===== src/rbnh_pkg.sv =====
// Package for the ray box nearest hit core: payload structs, the job record
// passed from the front end to the back end, register indexes and FSM states.
// No dependencies.
package rbnh_pkg;

  localparam int CFG_IDX_W  = 2;
  localparam int CFG_DATA_W = 16;
  localparam logic [CFG_IDX_W-1:0] CFG_MAX_DISTANCE       = 2'd0;
  localparam logic [CFG_IDX_W-1:0] CFG_PARALLEL_THRESHOLD = 2'd1;

  localparam logic [14:0] MAX_DISTANCE_RST       = 15'd8000;
  localparam logic [14:0] PARALLEL_THRESHOLD_RST = 15'd1;

  localparam logic signed [15:0] T_LOW  = -16'sd32768;
  localparam logic signed [15:0] T_HIGH = 16'sd32767;

  typedef struct packed {
    logic signed [15:0] origin_x;
    logic signed [15:0] origin_y;
    logic signed [15:0] dir_x;
    logic signed [15:0] dir_y;
    logic signed [15:0] wall_x;
    logic signed [15:0] wall_y;
    logic [14:0]        wall_w;
    logic [14:0]        wall_h;
    logic               first_wall;
    logic               last_wall;
  } in_t;

  typedef struct packed {
    logic [14:0] closest_distance;
    logic        any_hit;
  } out_t;

  // Edge differences in order: x low, x high, y low, y high.
  typedef struct packed {
    logic [3:0][17:0]   diff;
    logic signed [15:0] dir_x;
    logic signed [15:0] dir_y;
    logic               par_x;
    logic               par_y;
    logic               par_miss;
    logic               first_wall;
    logic               last_wall;
  } job_t;

  typedef enum logic [2:0] {
    ST_IDLE,
    ST_START,
    ST_WAIT,
    ST_EVAL,
    ST_OUT
  } back_state_t;

endpackage


===== src/rbnh_front.sv =====
// Front end: classifies one wall against the ray and builds the job record.
// Depends on rbnh_pkg.
module rbnh_front (
  input  rbnh_pkg::in_t  item,
  input  logic [14:0]    parallel_threshold,
  output rbnh_pkg::job_t job
);

  logic signed [17:0] ox, oy, lox, loy, hix, hiy;
  logic [15:0] magx, magy;
  logic parx, pary, missx, missy;

  always_comb begin
    ox  = 18'(item.origin_x);
    oy  = 18'(item.origin_y);
    lox = 18'(item.wall_x);
    loy = 18'(item.wall_y);
    hix = lox + $signed({3'b000, item.wall_w});
    hiy = loy + $signed({3'b000, item.wall_h});
    magx = item.dir_x[15] ? 16'(-item.dir_x) : 16'(item.dir_x);
    magy = item.dir_y[15] ? 16'(-item.dir_y) : 16'(item.dir_y);
    parx = (magx == 16'd0) || (magx < {1'b0, parallel_threshold});
    pary = (magy == 16'd0) || (magy < {1'b0, parallel_threshold});
    missx = parx && ((ox < lox) || (ox > hix));
    missy = pary && ((oy < loy) || (oy > hiy));

    job.diff[0]    = 18'(lox - ox);
    job.diff[1]    = 18'(hix - ox);
    job.diff[2]    = 18'(loy - oy);
    job.diff[3]    = 18'(hiy - oy);
    job.dir_x      = item.dir_x;
    job.dir_y      = item.dir_y;
    job.par_x      = parx;
    job.par_y      = pary;
    job.par_miss   = missx || missy;
    job.first_wall = item.first_wall;
    job.last_wall  = item.last_wall;
  end

endmodule


===== src/rbnh_queue.sv =====
// Two-entry transaction queue between the front end and the back end.
// Depends on rbnh_pkg.
module rbnh_queue (
  input  logic           clk,
  input  logic           rst_n,
  input  logic           push,
  input  rbnh_pkg::job_t push_data,
  output logic           full,
  input  logic           pop,
  output logic           not_empty,
  output rbnh_pkg::job_t pop_data
);

  rbnh_pkg::job_t mem_r [2];
  logic wptr_r, rptr_r;
  logic [1:0] count_r;

  assign full      = (count_r == 2'd2);
  assign not_empty = (count_r != 2'd0);
  assign pop_data  = mem_r[rptr_r];

  always_ff @(posedge clk) begin
    if (push) begin
      mem_r[wptr_r] <= push_data;
    end
  end

  always_ff @(posedge clk) begin
    if (!rst_n) begin
      wptr_r  <= 1'b0;
      rptr_r  <= 1'b0;
      count_r <= 2'd0;
    end else begin
      if (push) begin
        wptr_r <= ~wptr_r;
      end
      if (pop) begin
        rptr_r <= ~rptr_r;
      end
      count_r <= count_r + {1'b0, push} - {1'b0, pop};
    end
  end

endmodule


===== src/rbnh_div.sv =====
// Iterative floor divider: (diff << DIR_FRAC_BITS) / dir, saturated to 16 bits.
// One quotient bit per cycle after a range check. Depends on rbnh_pkg.
module rbnh_div #(
  parameter int DIR_FRAC_BITS = 14
) (
  input  logic               clk,
  input  logic               rst_n,
  input  logic               start,
  input  logic signed [17:0] diff,
  input  logic signed [15:0] dir,
  output logic               done,
  output logic signed [15:0] quot
);

  localparam int AW = 17 + DIR_FRAC_BITS;
  localparam int W  = (AW > 32) ? AW : 32;

  logic [W-1:0] rem_r, dsh_r;
  logic [15:0]  q_r;
  logic [3:0]   cnt_r;
  logic         busy_r, done_r, neg_r, ovf_r;

  logic [16:0]   amag;
  logic [15:0]   dmag;
  logic [AW-1:0] anum;
  logic          ge;
  logic [17:0]   qv;

  always_comb begin
    amag = diff[17] ? 17'(-diff) : 17'(diff);
    dmag = dir[15] ? 16'(-dir) : 16'(dir);
    anum = {amag, {DIR_FRAC_BITS{1'b0}}};
    ge   = (rem_r >= dsh_r);
  end

  always_ff @(posedge clk) begin
    if (start) begin
      rem_r <= W'(anum);
      dsh_r <= W'({dmag, 15'd0});
      neg_r <= diff[17] ^ dir[15];
      ovf_r <= ({1'b0, W'(anum)} >= (W + 1)'({dmag, 16'd0}));
      q_r   <= 16'd0;
      cnt_r <= 4'd15;
    end else if (busy_r) begin
      if (ge) begin
        rem_r <= rem_r - dsh_r;
      end
      q_r   <= {q_r[14:0], ge};
      dsh_r <= dsh_r >> 1;
      cnt_r <= cnt_r - 4'd1;
    end
  end

  always_ff @(posedge clk) begin
    if (!rst_n) begin
      busy_r <= 1'b0;
      done_r <= 1'b0;
    end else begin
      done_r <= busy_r && (cnt_r == 4'd0);
      if (start) begin
        busy_r <= 1'b1;
      end else if (busy_r && (cnt_r == 4'd0)) begin
        busy_r <= 1'b0;
      end
    end
  end

  always_comb begin
    qv = {2'b00, q_r} + {17'd0, (rem_r != '0)};
    if (ovf_r) begin
      quot = neg_r ? rbnh_pkg::T_LOW : rbnh_pkg::T_HIGH;
    end else if (neg_r) begin
      quot = (qv > 18'd32768) ? rbnh_pkg::T_LOW : 16'(-qv);
    end else begin
      quot = (q_r > 16'd32767) ? rbnh_pkg::T_HIGH : q_r;
    end
  end

  assign done = done_r;

endmodule


===== src/rbnh_back.sv =====
// Back end: runs the slab divisions for one job, folds in the nearest hit and
// holds the result register. Depends on rbnh_pkg and rbnh_div.
module rbnh_back #(
  parameter int DIR_FRAC_BITS = 14
) (
  input  logic           clk,
  input  logic           rst_n,
  input  logic           job_valid,
  input  rbnh_pkg::job_t job,
  output logic           job_pop,
  input  logic [14:0]    max_distance,
  output logic           out_valid,
  output rbnh_pkg::out_t out_data,
  input  logic           out_stall
);

  rbnh_pkg::back_state_t state_r, state_nxt;
  rbnh_pkg::job_t job_r;
  logic [1:0] k_r, k_nxt;
  logic signed [15:0] tmin_r, tmin_nxt, tmax_r, tmax_nxt, t1_r, t1_nxt;
  logic [14:0] nearest_r, nearest_nxt;
  logic hit_r, hit_nxt;
  logic out_valid_r, out_valid_nxt;
  rbnh_pkg::out_t out_data_r, out_data_nxt;

  logic div_start, div_done;
  logic signed [15:0] div_q;
  logic signed [17:0] sel_diff;
  logic signed [15:0] sel_dir, near_t, far_t, hit_dist;
  logic sel_par, out_free, hit_ok;

  assign sel_diff = $signed(job_r.diff[k_r]);
  assign sel_dir  = k_r[1] ? job_r.dir_y : job_r.dir_x;
  assign sel_par  = k_r[1] ? job_r.par_y : job_r.par_x;
  assign out_free = !out_valid_r || !out_stall;

  rbnh_div #(.DIR_FRAC_BITS(DIR_FRAC_BITS)) u_div (
    .clk   (clk),
    .rst_n (rst_n),
    .start (div_start),
    .diff  (sel_diff),
    .dir   (sel_dir),
    .done  (div_done),
    .quot  (div_q)
  );

  // Next state.
  always_comb begin
    state_nxt = state_r;
    case (state_r)
      rbnh_pkg::ST_IDLE: begin
        if (job_valid) begin
          state_nxt = rbnh_pkg::ST_START;
        end
      end
      rbnh_pkg::ST_START: begin
        if (!sel_par) begin
          state_nxt = rbnh_pkg::ST_WAIT;
        end else if (k_r == 2'd3) begin
          state_nxt = rbnh_pkg::ST_EVAL;
        end
      end
      rbnh_pkg::ST_WAIT: begin
        if (div_done) begin
          state_nxt = (k_r == 2'd3) ? rbnh_pkg::ST_EVAL : rbnh_pkg::ST_START;
        end
      end
      rbnh_pkg::ST_EVAL: begin
        state_nxt = job_r.last_wall ? rbnh_pkg::ST_OUT : rbnh_pkg::ST_IDLE;
      end
      rbnh_pkg::ST_OUT: begin
        if (out_free) begin
          state_nxt = rbnh_pkg::ST_IDLE;
        end
      end
      default: state_nxt = rbnh_pkg::ST_IDLE;
    endcase
  end

  // Datapath and outputs.
  always_comb begin
    job_pop       = 1'b0;
    div_start     = 1'b0;
    k_nxt         = k_r;
    tmin_nxt      = tmin_r;
    tmax_nxt      = tmax_r;
    t1_nxt        = t1_r;
    nearest_nxt   = nearest_r;
    hit_nxt       = hit_r;
    out_valid_nxt = out_valid_r && out_stall;
    out_data_nxt  = out_data_r;
    near_t        = (t1_r < div_q) ? t1_r : div_q;
    far_t         = (t1_r < div_q) ? div_q : t1_r;
    hit_ok        = !job_r.par_miss && !tmax_r[15] && !(tmin_r > tmax_r);
    hit_dist      = !tmin_r[15] ? tmin_r : tmax_r;
    case (state_r)
      rbnh_pkg::ST_IDLE: begin
        if (job_valid) begin
          job_pop  = 1'b1;
          k_nxt    = 2'd0;
          tmin_nxt = rbnh_pkg::T_LOW;
          tmax_nxt = rbnh_pkg::T_HIGH;
          if (job.first_wall) begin
            nearest_nxt = max_distance;
            hit_nxt     = 1'b0;
          end
        end
      end
      rbnh_pkg::ST_START: begin
        if (!sel_par) begin
          div_start = 1'b1;
        end else begin
          k_nxt = k_r + 2'd1;
        end
      end
      rbnh_pkg::ST_WAIT: begin
        if (div_done) begin
          k_nxt = k_r + 2'd1;
          if (!k_r[0]) begin
            t1_nxt = div_q;
          end else begin
            if (near_t > tmin_r) begin
              tmin_nxt = near_t;
            end
            if (far_t < tmax_r) begin
              tmax_nxt = far_t;
            end
          end
        end
      end
      rbnh_pkg::ST_EVAL: begin
        if (hit_ok && !hit_dist[15] && (hit_dist[14:0] < nearest_r)) begin
          nearest_nxt = hit_dist[14:0];
          hit_nxt     = 1'b1;
        end
      end
      rbnh_pkg::ST_OUT: begin
        if (out_free) begin
          out_valid_nxt                 = 1'b1;
          out_data_nxt.closest_distance = nearest_r;
          out_data_nxt.any_hit          = hit_r;
        end
      end
      default: ;
    endcase
  end

  always_ff @(posedge clk) begin
    if (job_pop) begin
      job_r <= job;
    end
    k_r        <= k_nxt;
    tmin_r     <= tmin_nxt;
    tmax_r     <= tmax_nxt;
    t1_r       <= t1_nxt;
    out_data_r <= out_data_nxt;
  end

  always_ff @(posedge clk) begin
    if (!rst_n) begin
      state_r     <= rbnh_pkg::ST_IDLE;
      nearest_r   <= rbnh_pkg::MAX_DISTANCE_RST;
      hit_r       <= 1'b0;
      out_valid_r <= 1'b0;
    end else begin
      state_r     <= state_nxt;
      nearest_r   <= nearest_nxt;
      hit_r       <= hit_nxt;
      out_valid_r <= out_valid_nxt;
    end
  end

  assign out_valid = out_valid_r;
  assign out_data  = out_data_r;

endmodule


===== src/ray_box_nearest_hit_core.sv =====
// Top level of the ray box nearest hit core: configuration registers, front
// end, job queue and back end. Depends on rbnh_pkg and all rbnh_* modules.
//
// Usage: each input transaction carries one ray and one wall rectangle. The
// ray is tested against the wall with the slab method, and the nearest hit
// below max_distance is kept across a run of walls. A transaction with
// first_wall set restarts the run; one with last_wall set produces exactly
// one output transaction holding the nearest distance and a hit flag.
// Transactions move when valid is high and stall is low on that channel.
// The back end takes one wall at a time: it accepts the job, then for each
// slab edge either skips it as parallel or starts the shared iterative
// divider and waits for its 16-bit quotient, then folds in the hit, and on
// a last wall hands the result to the output register. The divider range
// checks, then produces the quotient one bit at a time, then hands it off.
// A two-entry queue lets the front end keep accepting while the back end
// works, and the output register lets the back end finish a wall while a
// result waits to be taken. A stalled result holds the back end once it has
// the next result ready, and the queue then fills and raises in_stall.
// Reset (synchronous, rst_n low) empties the queue, drops any pending
// result and returns registers and the running state to their defaults.
// Configuration writes are always taken (cfg_ready is high); writes to an
// index beyond the register list are ignored.
module ray_box_nearest_hit_core #(
  parameter int DIR_FRAC_BITS = 14
) (
  input  logic                          clk,
  input  logic                          rst_n,
  input  logic                          in_valid,
  output logic                          in_stall,
  input  rbnh_pkg::in_t                 in_data,
  output logic                          out_valid,
  input  logic                          out_stall,
  output rbnh_pkg::out_t                out_data,
  input  logic                          cfg_valid,
  output logic                          cfg_ready,
  input  logic [rbnh_pkg::CFG_IDX_W-1:0]  cfg_index,
  input  logic [rbnh_pkg::CFG_DATA_W-1:0] cfg_wdata
);

  logic [14:0] max_distance_r, parallel_threshold_r;
  rbnh_pkg::job_t front_job, queue_job;
  logic q_full, q_not_empty, q_pop, q_push;

  assign cfg_ready = 1'b1;

  // Configuration registers; only meant to change while the core is idle.
  always_ff @(posedge clk) begin
    if (!rst_n) begin
      max_distance_r       <= rbnh_pkg::MAX_DISTANCE_RST;
      parallel_threshold_r <= rbnh_pkg::PARALLEL_THRESHOLD_RST;
    end else if (cfg_valid && cfg_ready) begin
      case (cfg_index)
        rbnh_pkg::CFG_MAX_DISTANCE:       max_distance_r       <= cfg_wdata[14:0];
        rbnh_pkg::CFG_PARALLEL_THRESHOLD: parallel_threshold_r <= cfg_wdata[14:0];
        default: ;
      endcase
    end
  end

  // The front end classifies the wall in the cycle it is accepted.
  rbnh_front u_front (
    .item               (in_data),
    .parallel_threshold (parallel_threshold_r),
    .job                (front_job)
  );

  assign in_stall = q_full;
  assign q_push   = in_valid && !q_full;

  rbnh_queue u_queue (
    .clk       (clk),
    .rst_n     (rst_n),
    .push      (q_push),
    .push_data (front_job),
    .full      (q_full),
    .pop       (q_pop),
    .not_empty (q_not_empty),
    .pop_data  (queue_job)
  );

  rbnh_back #(.DIR_FRAC_BITS(DIR_FRAC_BITS)) u_back (
    .clk          (clk),
    .rst_n        (rst_n),
    .job_valid    (q_not_empty),
    .job          (queue_job),
    .job_pop      (q_pop),
    .max_distance (max_distance_r),
    .out_valid    (out_valid),
    .out_data     (out_data),
    .out_stall    (out_stall)
  );

endmodule

===== config.mk =====
export PLATFORM = sky130hd
export DESIGN_NAME = ray_box_nearest_hit_core
export DESIGN_NICKNAME = d
export VERILOG_FILES = /design/src/rbnh_pkg.sv /design/src/rbnh_front.sv /design/src/rbnh_queue.sv /design/src/rbnh_div.sv /design/src/rbnh_back.sv /design/src/ray_box_nearest_hit_core.sv
export SDC_FILE = /design/constraint.sdc
export NUM_CORES = 1
export LEC_CHECK = 0
export ABC_AREA = 1
export BUFFER_PORTS_ARGS = -buffer_cell sky130_fd_sc_hd__buf_4
export CORE_AREA = 2 2 225 227
export CTS_CLUSTER_DIAMETER = 40
export CTS_CLUSTER_SIZE = 40
export DETAILED_ROUTE_END_ITERATION = 10
export DIE_AREA = 0 0 227 229
export GPL_ROUTABILITY_DRIVEN = 0
export GPL_TIMING_DRIVEN = 0
export MAX_ROUTING_LAYER = met4
export PLACE_DENSITY = 0.8
export SYNTH_ARGS = -nofsm -noshare
export SYNTH_HDL_FRONTEND = slang
export SYNTH_SLANG_ARGS = --single-unit
export TNS_END_PERCENT = 30

===== constraint.sdc =====
create_clock -name clk -period 9.15 [get_ports clk]
set_clock_uncertainty 0.15 [all_clocks]
set_input_delay 1.83 -clock clk [delete_from_list [all_inputs] [get_ports clk]]
set_output_delay 1.83 -clock clk [all_outputs]
set_load 0.01 [all_outputs]

; ---- Word level (Yosys, flattened, before mapping)
; Memories as Yosys holds them, arrays and structs flattened. A register that Yosys moved wholly into a read port is not among the register bits.
; Cells that the tools add are included.
[totals]
latchBits = 0
rom_bits = 0
output_inout_bits = 19
ram_bits = 218
memories = 1
register_bits = 315
[mem_list]
columns = memory, depth, word_bits, rd, rd_ports_with_merged_regs, wr, line
row1 = u_queue.mem_r, 2, 109, 1, 1, 1, rbnh_queue.sv:14  ; rbnh_pkg::job_t mem_r [2];
[classes]
muxes = 63
n_mul = 0
order_cmp = 16
div = 0
n_bitwise = 4
shift = 0
reduce_logical = 46
n_eq_ne = 17
add_sub_neg = 17
[ops]
columns = cell, n
row1 = 2-to-1 mux 16 bit, 20
row2 = 2-to-1 mux 31 bit, 5
row3 = less-than comparator 16 bit, 4
row4 = negation 16 bit, 4
row5 = case mux 16 bit (2 select lines), 2
row6 = 2-to-1 mux 15 bit, 3
row7 = binary-select mux 18 bit (select 2 bit), 1
row8 = subtractor 17 x 16 -> 18 bit, 2
row9 = adder 16 x 16 -> 17 bit, 2
row10 = greater-than comparator 16 x 17 -> 1 bit, 2
row11 = subtractor 16 x 16 -> 17 bit, 2
row12 = >= comparator 31 x 32 -> 1 bit, 1
row13 = >= comparator 32 x 31 -> 1 bit, 1
row14 = greater-than comparator 16 bit, 2
row15 = zero test 16 bit, 2
row16 = less-than comparator 16 x 15 -> 1 bit, 2
row17 = nonzero test 32 bit, 1
row18 = subtractor 32 x 31 -> 32 bit, 1
row19 = case mux 15 bit (2 select lines), 1
row20 = 2-to-1 mux 18 bit, 1
row21 = 2-to-1 mux 3 bit, 6
row22 = adder 16 x 1 -> 17 bit, 1
row23 = greater-than comparator 17 x 16 -> 1 bit (second input constant), 1
row24 = 2-to-1 mux 17 bit, 1
row25 = other kinds (35), 95

; ---- Longest topological paths before layout
[depth]
word_depth = 13
depth_mapped = 53
ltp_nobuf = 51

; ---- Cells and area by module
; Synthesis repeated with hierarchy kept, for this count alone.
[hier_totals]
cells_unflattened = 3731
hier_area_um2 = 33178.1
[modules_own_cells]
columns = mod, n_inst, area_per_inst_um2, cells_each
row1 = rbnh_back, 1, 9593.0, 926
row2 = rbnh_queue, 1, 8115.3, 372
row3 = rbnh_div, 1, 7382.1, 1098
row4 = rbnh_front, 1, 6792.8, 1150
row5 = ray_box_nearest_hit_core, 1, 1295.0, 185

; ---- Worst setup path after synthesis
; OpenSTA, ideal clock, no wires.
[synth_path]
path_type = input to register
start = in in_valid
end = mem u_queue.mem_r[1][0] (netlist bit) (enable)
arrival_time_ps = 6444
n_path_buf = 0
cell_stages = 2
slack_ps = 1980
setup_time_ps = 576
path_cell_list = o21ai_0 -> nor2_1
[synth_via]
elab_chain_cells = 3
[synth_lines]
columns = item, line
row1 = "start, declared", ray_box_nearest_hit_core.sv:28  ; input logic in_valid,
row2 = logical AND 1 bit, ray_box_nearest_hit_core.sv:68  ; assign q_push = in_valid && !q_full;
row3 = 2-to-1 mux 1 bit, rbnh_queue.sv:23  ; if (push) begin
row4 = 2-to-1 mux 1 bit (not written as such), rbnh_queue.sv:24  ; mem_r[wptr_r] <= push_data;
row5 = "end, declared", rbnh_queue.sv:14
; Every way passes these cells.

; ---- Worst setup path after layout
[layout_path]
start = reg u_back.u_div.rem_r[23]
end = reg u_back.tmin_r[3] (enable)
[layout_via]
elab_chain_cells = 11
elab_cells_between_ends = 12
cone_classes = add/sub (2) / order compare (3) / eq/ne (1) / mux (4) / reduce/logical (2)
[layout_lines]
columns = item, line
row1 = "start, declared", rbnh_div.sv:18  ; logic [W-1:0] rem_r, dsh_r;
row2 = "start signal, assigned", rbnh_div.sv:38  ; rem_r <= W'(anum);
row3 = "start signal, assigned", rbnh_div.sv:46  ; rem_r <= rem_r - dsh_r;
row4 = nonzero test 32 bit *, rbnh_div.sv:69  ; qv = {2'b00, q_r} + {17'd0, (rem_r != '0)};
row5 = adder 16 x 1 -> 17 bit *, rbnh_div.sv:69
row6 = negation 16 bit / greater-than comparator 17 x 16 -> 1 bit (equally long branches), rbnh_div.sv:73  ; quot = (qv > 18'd32768) ? rbnh_pkg::T_LOW : 16'(-qv);
row7 = 2-to-1 mux 16 bit *, rbnh_div.sv:73
row8 = 2-to-1 mux 16 bit *, rbnh_div.sv:72  ; end else if (neg_r) begin
row9 = 2-to-1 mux 16 bit *, rbnh_div.sv:70  ; if (ovf_r) begin
row10 = named net u_back.div_q[15], rbnh_back.sv:27  ; logic signed [15:0] div_q;
row11 = less-than comparator 16 bit *, rbnh_back.sv:92  ; near_t = (t1_r < div_q) ? t1_r : div_q;
row12 = 2-to-1 mux 16 bit *, rbnh_back.sv:92
row13 = named net u_back.near_t[3], rbnh_back.sv:29  ; logic signed [15:0] sel_dir, near_t, far_t, hit_dist;
row14 = greater-than comparator 16 bit *, rbnh_back.sv:122  ; if (near_t > tmin_r) begin
row15 = != test 2 x 1 -> 1 bit (no line) *, -
row16 = AND reduction 5 bit (no line) *, -
row17 = "end signal, assigned", rbnh_back.sv:153  ; tmin_r <= tmin_nxt;
row18 = "end, declared", rbnh_back.sv:20  ; logic signed [15:0] tmin_r, tmin_nxt, tmax_r, tmax_nxt, t1_r, t1_nxt;
; The timed path passes the listed nets; every way through them passes the cells marked *.
; A chain may end at the register's enable or synchronous reset.

==> metrics.md <==
| Metric | Value |
|---|---|
| Total power draw | 12.5 mW |
| Setup Viol. Count Final | 0 |
| Port Buf Inserts | 166 |
| Worst skew pair latency | 0.66 ns |
| Diodes inserted | 0 |
| Design area | 34700 sq um |
| Tmin final | 8.61 ns |
| Post-synthesis async set-or-reset flop share | 0 |
| Largest net degree at the start of global routing | 76 |
| Post-synth top cells | nand2_1 (425), edfxtp_1 (421), inv_1 (404) |
| Most frequent cell on the critical path | nor2_1 |
| Unique cell type count in the Yosys netlist | 63 |
| Die ar. | 52000 sq um |
| Vias per cell | 5.86 |
| Crit Path Class | flip-flop to flip-flop |
| CTS HTree Levels | 2 |
| Startpoint Class | flip-flop |
| # rows | 82 |
| Post-cts resize count | 0 |
| Number of global-route vias before repair | 23300 |
| HP Start | u_back.nearest_r[6]$_SDFFE_PN1P_ |
| Synth top area share | 0.417 |
| Final period utilization | 0.941 |
| Critical path fanouts, max | 16 |
| First-pass DRT Iterations | 6 |
| Maximum capacitance violations | 0 |
| FF-to-FF setup slack | 0.54 ns |
| Final Util | 0.699 |
| Initial Util | 0.611 |
| Min Hold Slack | 0.288 ns |
| Core area | 49700 sq um |
| DP Area | 32600 sq um |
| Worst Reg2Reg Path Length in Cells | 44 |
| Slowest-stage cell, CP | nor2_2 |
| Endpoint, Worst Hold | u_back.out_data[7]$_DFFE_PP_ |
| DP Wirelength | 54800 um |
| Outcome | finished, final reports clean |
| Slew @ Worst Pin | 1.30 ns |
| Total gr overflow | 0 |
| Initial antenna violation count | 0 |
| Worst R2R Start | u_back.u_div.rem_r[23]$_DFFE_PP_ |
| Critical Path End Type | flip-flop |
| Clock buffer depth | 3 |
| FF-to-FF End | u_back.tmin_r[3]$_SDFFCE_PN0P_ |
| Setup TNS | 0 ns |
| Leakage power | 14.8 nW |
| FF+latch count, synth | 528 |
| Main synth FF type | edfxtp_1 |
| CP peak stage delay | 0.69 ns |
| Cells after synthesis | 3098 |
| Clk slew on worst S/H paths | 0.06 ns |
| Io pins | 170 |
| Total wire length | 73400 um |
| WHS Path Cells | 0 |
| Nets | 3754 |
| Post-synth EDFFs | 421 |
| Synth Area per Inst | 9.79 sq um |
| RSZ-0062 raised after global routing | false |
| Vias | 23800 |
| Hold/Removal Path Class | flip-flop to flip-flop |
| Seq/Total Area, Yosys | 0.487 |
| Synthesis warning total | 0 |
| First-pass GRT wire length | 117000 um |
| Synth area leaders | edfxtp_1 (42%), ha_1 (11%), dfxtp_1 (7.1%), nand2_1 (5.3%), inv_1 (5.0%) |
| Cell taking the most area after synthesis | edfxtp_1 |
| Crit path required time | 9.26 ns |
| VDD IR max | 0.211 mV |
| Detail Route Antenna Nets | 0 |
| DRC errors left | 0 |
| Syn Nets | 3519 |
| Max frequency | 0.116 GHz |
| Worst path arrival time | 8.72 ns |
| Num CTS Buffers | 59 |
| Count leader, synth | nand2_1 |
| Synthesized area | 30300 sq um |
| Share of layout cells above drive strength 1 | 0.136 |
| Clock Sink Count | 528 |
| Worst slew margin | 0.123 |
| Final max-slew violation count | 0 |
| WL/cell | 18.1 um |
| Die H | 229 um |
| Cts hold-fix bufs | 0 |
| CTS tree | built |
| Post CTS Setup Buffer Count | 0 |
| Area Overhead vs Synth | 14.5% |
| Die Wd | 227 um |
| Clock Root Buffer | clkbuf_16 |
| Power density cells | 359 nW/um^2 |
| GRT Total Usage | 0.288 |
| Initial DRC count | 2102 |
| Fillers | 3499 |
| Hold Fails Final Rpt | 0 |
[layer usage]
metal | GRT usage | share of wire
met1 | 0.354 | 0.40
met2 | 0.485 | 0.49
met3 | 0.0385 | 0.070
met4 | 0.111 | 0.039
met5 | - | 0
[power by group]
part	leakage, nW	switching [mW]	internal [mW]
logic	8.99	3.90	2.15
clock network	1.02	1.12	1.36
registers	4.79	0.334	3.59
total	14.8	5.35	7.10
[state kept, by name, indices dropped and copies added (netlist names), 15 cells and up, named ones only]
signal and cells:
u_back.t1_r 16, u_back.nearest_r 15, u_back.u_div.q_r 16, u_back.job_r 106, parallel_threshold_r 15, u_back.tmin_r 16, u_queue.mem_r 214, u_back.out_data 16
u_back.u_div.rem_r 32, u_back.tmax_r 16, max_distance_r 15, u_back.u_div.dsh_r 31
[placed cells by master, fill, tap and decap left out, types with 22 or more instances in the layout]
| master | synthesis | final |
|---|---|---|
| nor3_1 | 32 | 32 |
| nor2_1 | 219 | 216 |
| clkbuf_1 | 71 | 73 |
| buf_4 | 1 | 168 |
| o21bai_1 | 35 | 35 |
| clkbuf_16 | 0 | 60 |
| nand2_1 | 425 | 425 |
| mux2_2 | 109 | 109 |
| xnor2_1 | 47 | 47 |
| edfxtp_1 | 421 | 421 |
| nand3_1 | 105 | 105 |
| inv_1 | 404 | 403 |
| or2_2 | 22 | 22 |
| dfxtp_1 | 107 | 107 |
| ha_1 | 263 | 263 |
| a21oi_1 | 269 | 268 |
| xor2_1 | 122 | 122 |
| o21ai_0 | 161 | 161 |
| nand4_1 | 29 | 29 |
[cells by family after synthesis]
logic type,after synthesis,share of synthesized area
adder cells (fa/ha/maj),270,0.113
multiplexers,119,0.0438
flip-flops,528,0.487
buffers and inverters,502,0.0629
AO/OA/AOI/OAI,618,0.117
other,1,0.000124
XOR/XNOR,169,0.0488
AND/OR/NAND/NOR,891,0.127
[worst max path at each step]
stage / from / to / slack (ns)
floorplan: in_valid / u_queue.mem_r[1][0]$_DFFE_PP_ / 1.98
global placement: in_valid / u_queue.mem_r[1][38]$_DFFE_PP_ / -0.42
detailed placement: u_back.u_div.rem_r[23]$_DFFE_PP_ / u_back.tmin_r[3]$_SDFFCE_PN0P_ / 0.37
CTS: u_back.u_div.rem_r[23]$_DFFE_PP_ / u_back.tmin_r[3]$_SDFFCE_PN0P_ / 0.35
global route: u_back.u_div.rem_r[16]$_DFFE_PP_ / u_back.tmin_r[3]$_SDFFCE_PN0P_ / 0.02
finish: u_back.u_div.rem_r[23]$_DFFE_PP_ / u_back.tmin_r[3]$_SDFFCE_PN0P_ / 0.54
[area by class of cell]
type | instances | area (sq um) | area share
well taps | 672 | 841 | 0.0242
multi-input cells | 2068 | 13700 | 0.393
clock inverters | 50 | 602 | 0.0173
inverters | 416 | 1560 | 0.0450
clock buffers | 62 | 1510 | 0.0435
repair buffers | 174 | 1420 | 0.0408
flip-flops and latches | 528 | 14800 | 0.426
plain buffers | 86 | 347 | 0.00998
[stage by stage]
stage | instances | setup WS, ns
3_5_place_dp | 3943 | 0.370
5_1_grt | 4056 | 0.0178
4_1_cts | 4055 | 0.351
2_1_floorplan | 3098 | 1.98
6_report | 4056 | 0.541
3_3_place_gp | 3936 | -0.417
[critical path: cells and delay by family, from the launching register on]
kind / cells / cell delay, ns
xor+xnor: 1 / 0.18
simple gates: 24 / 4.26
fa+ha+maj: 4 / 1.16
buf+inv: 6 / 0.76
compound gates: 9 / 1.33
flops: 1 / 0.42
Note: power is estimated with default switching activity, not from simulation.
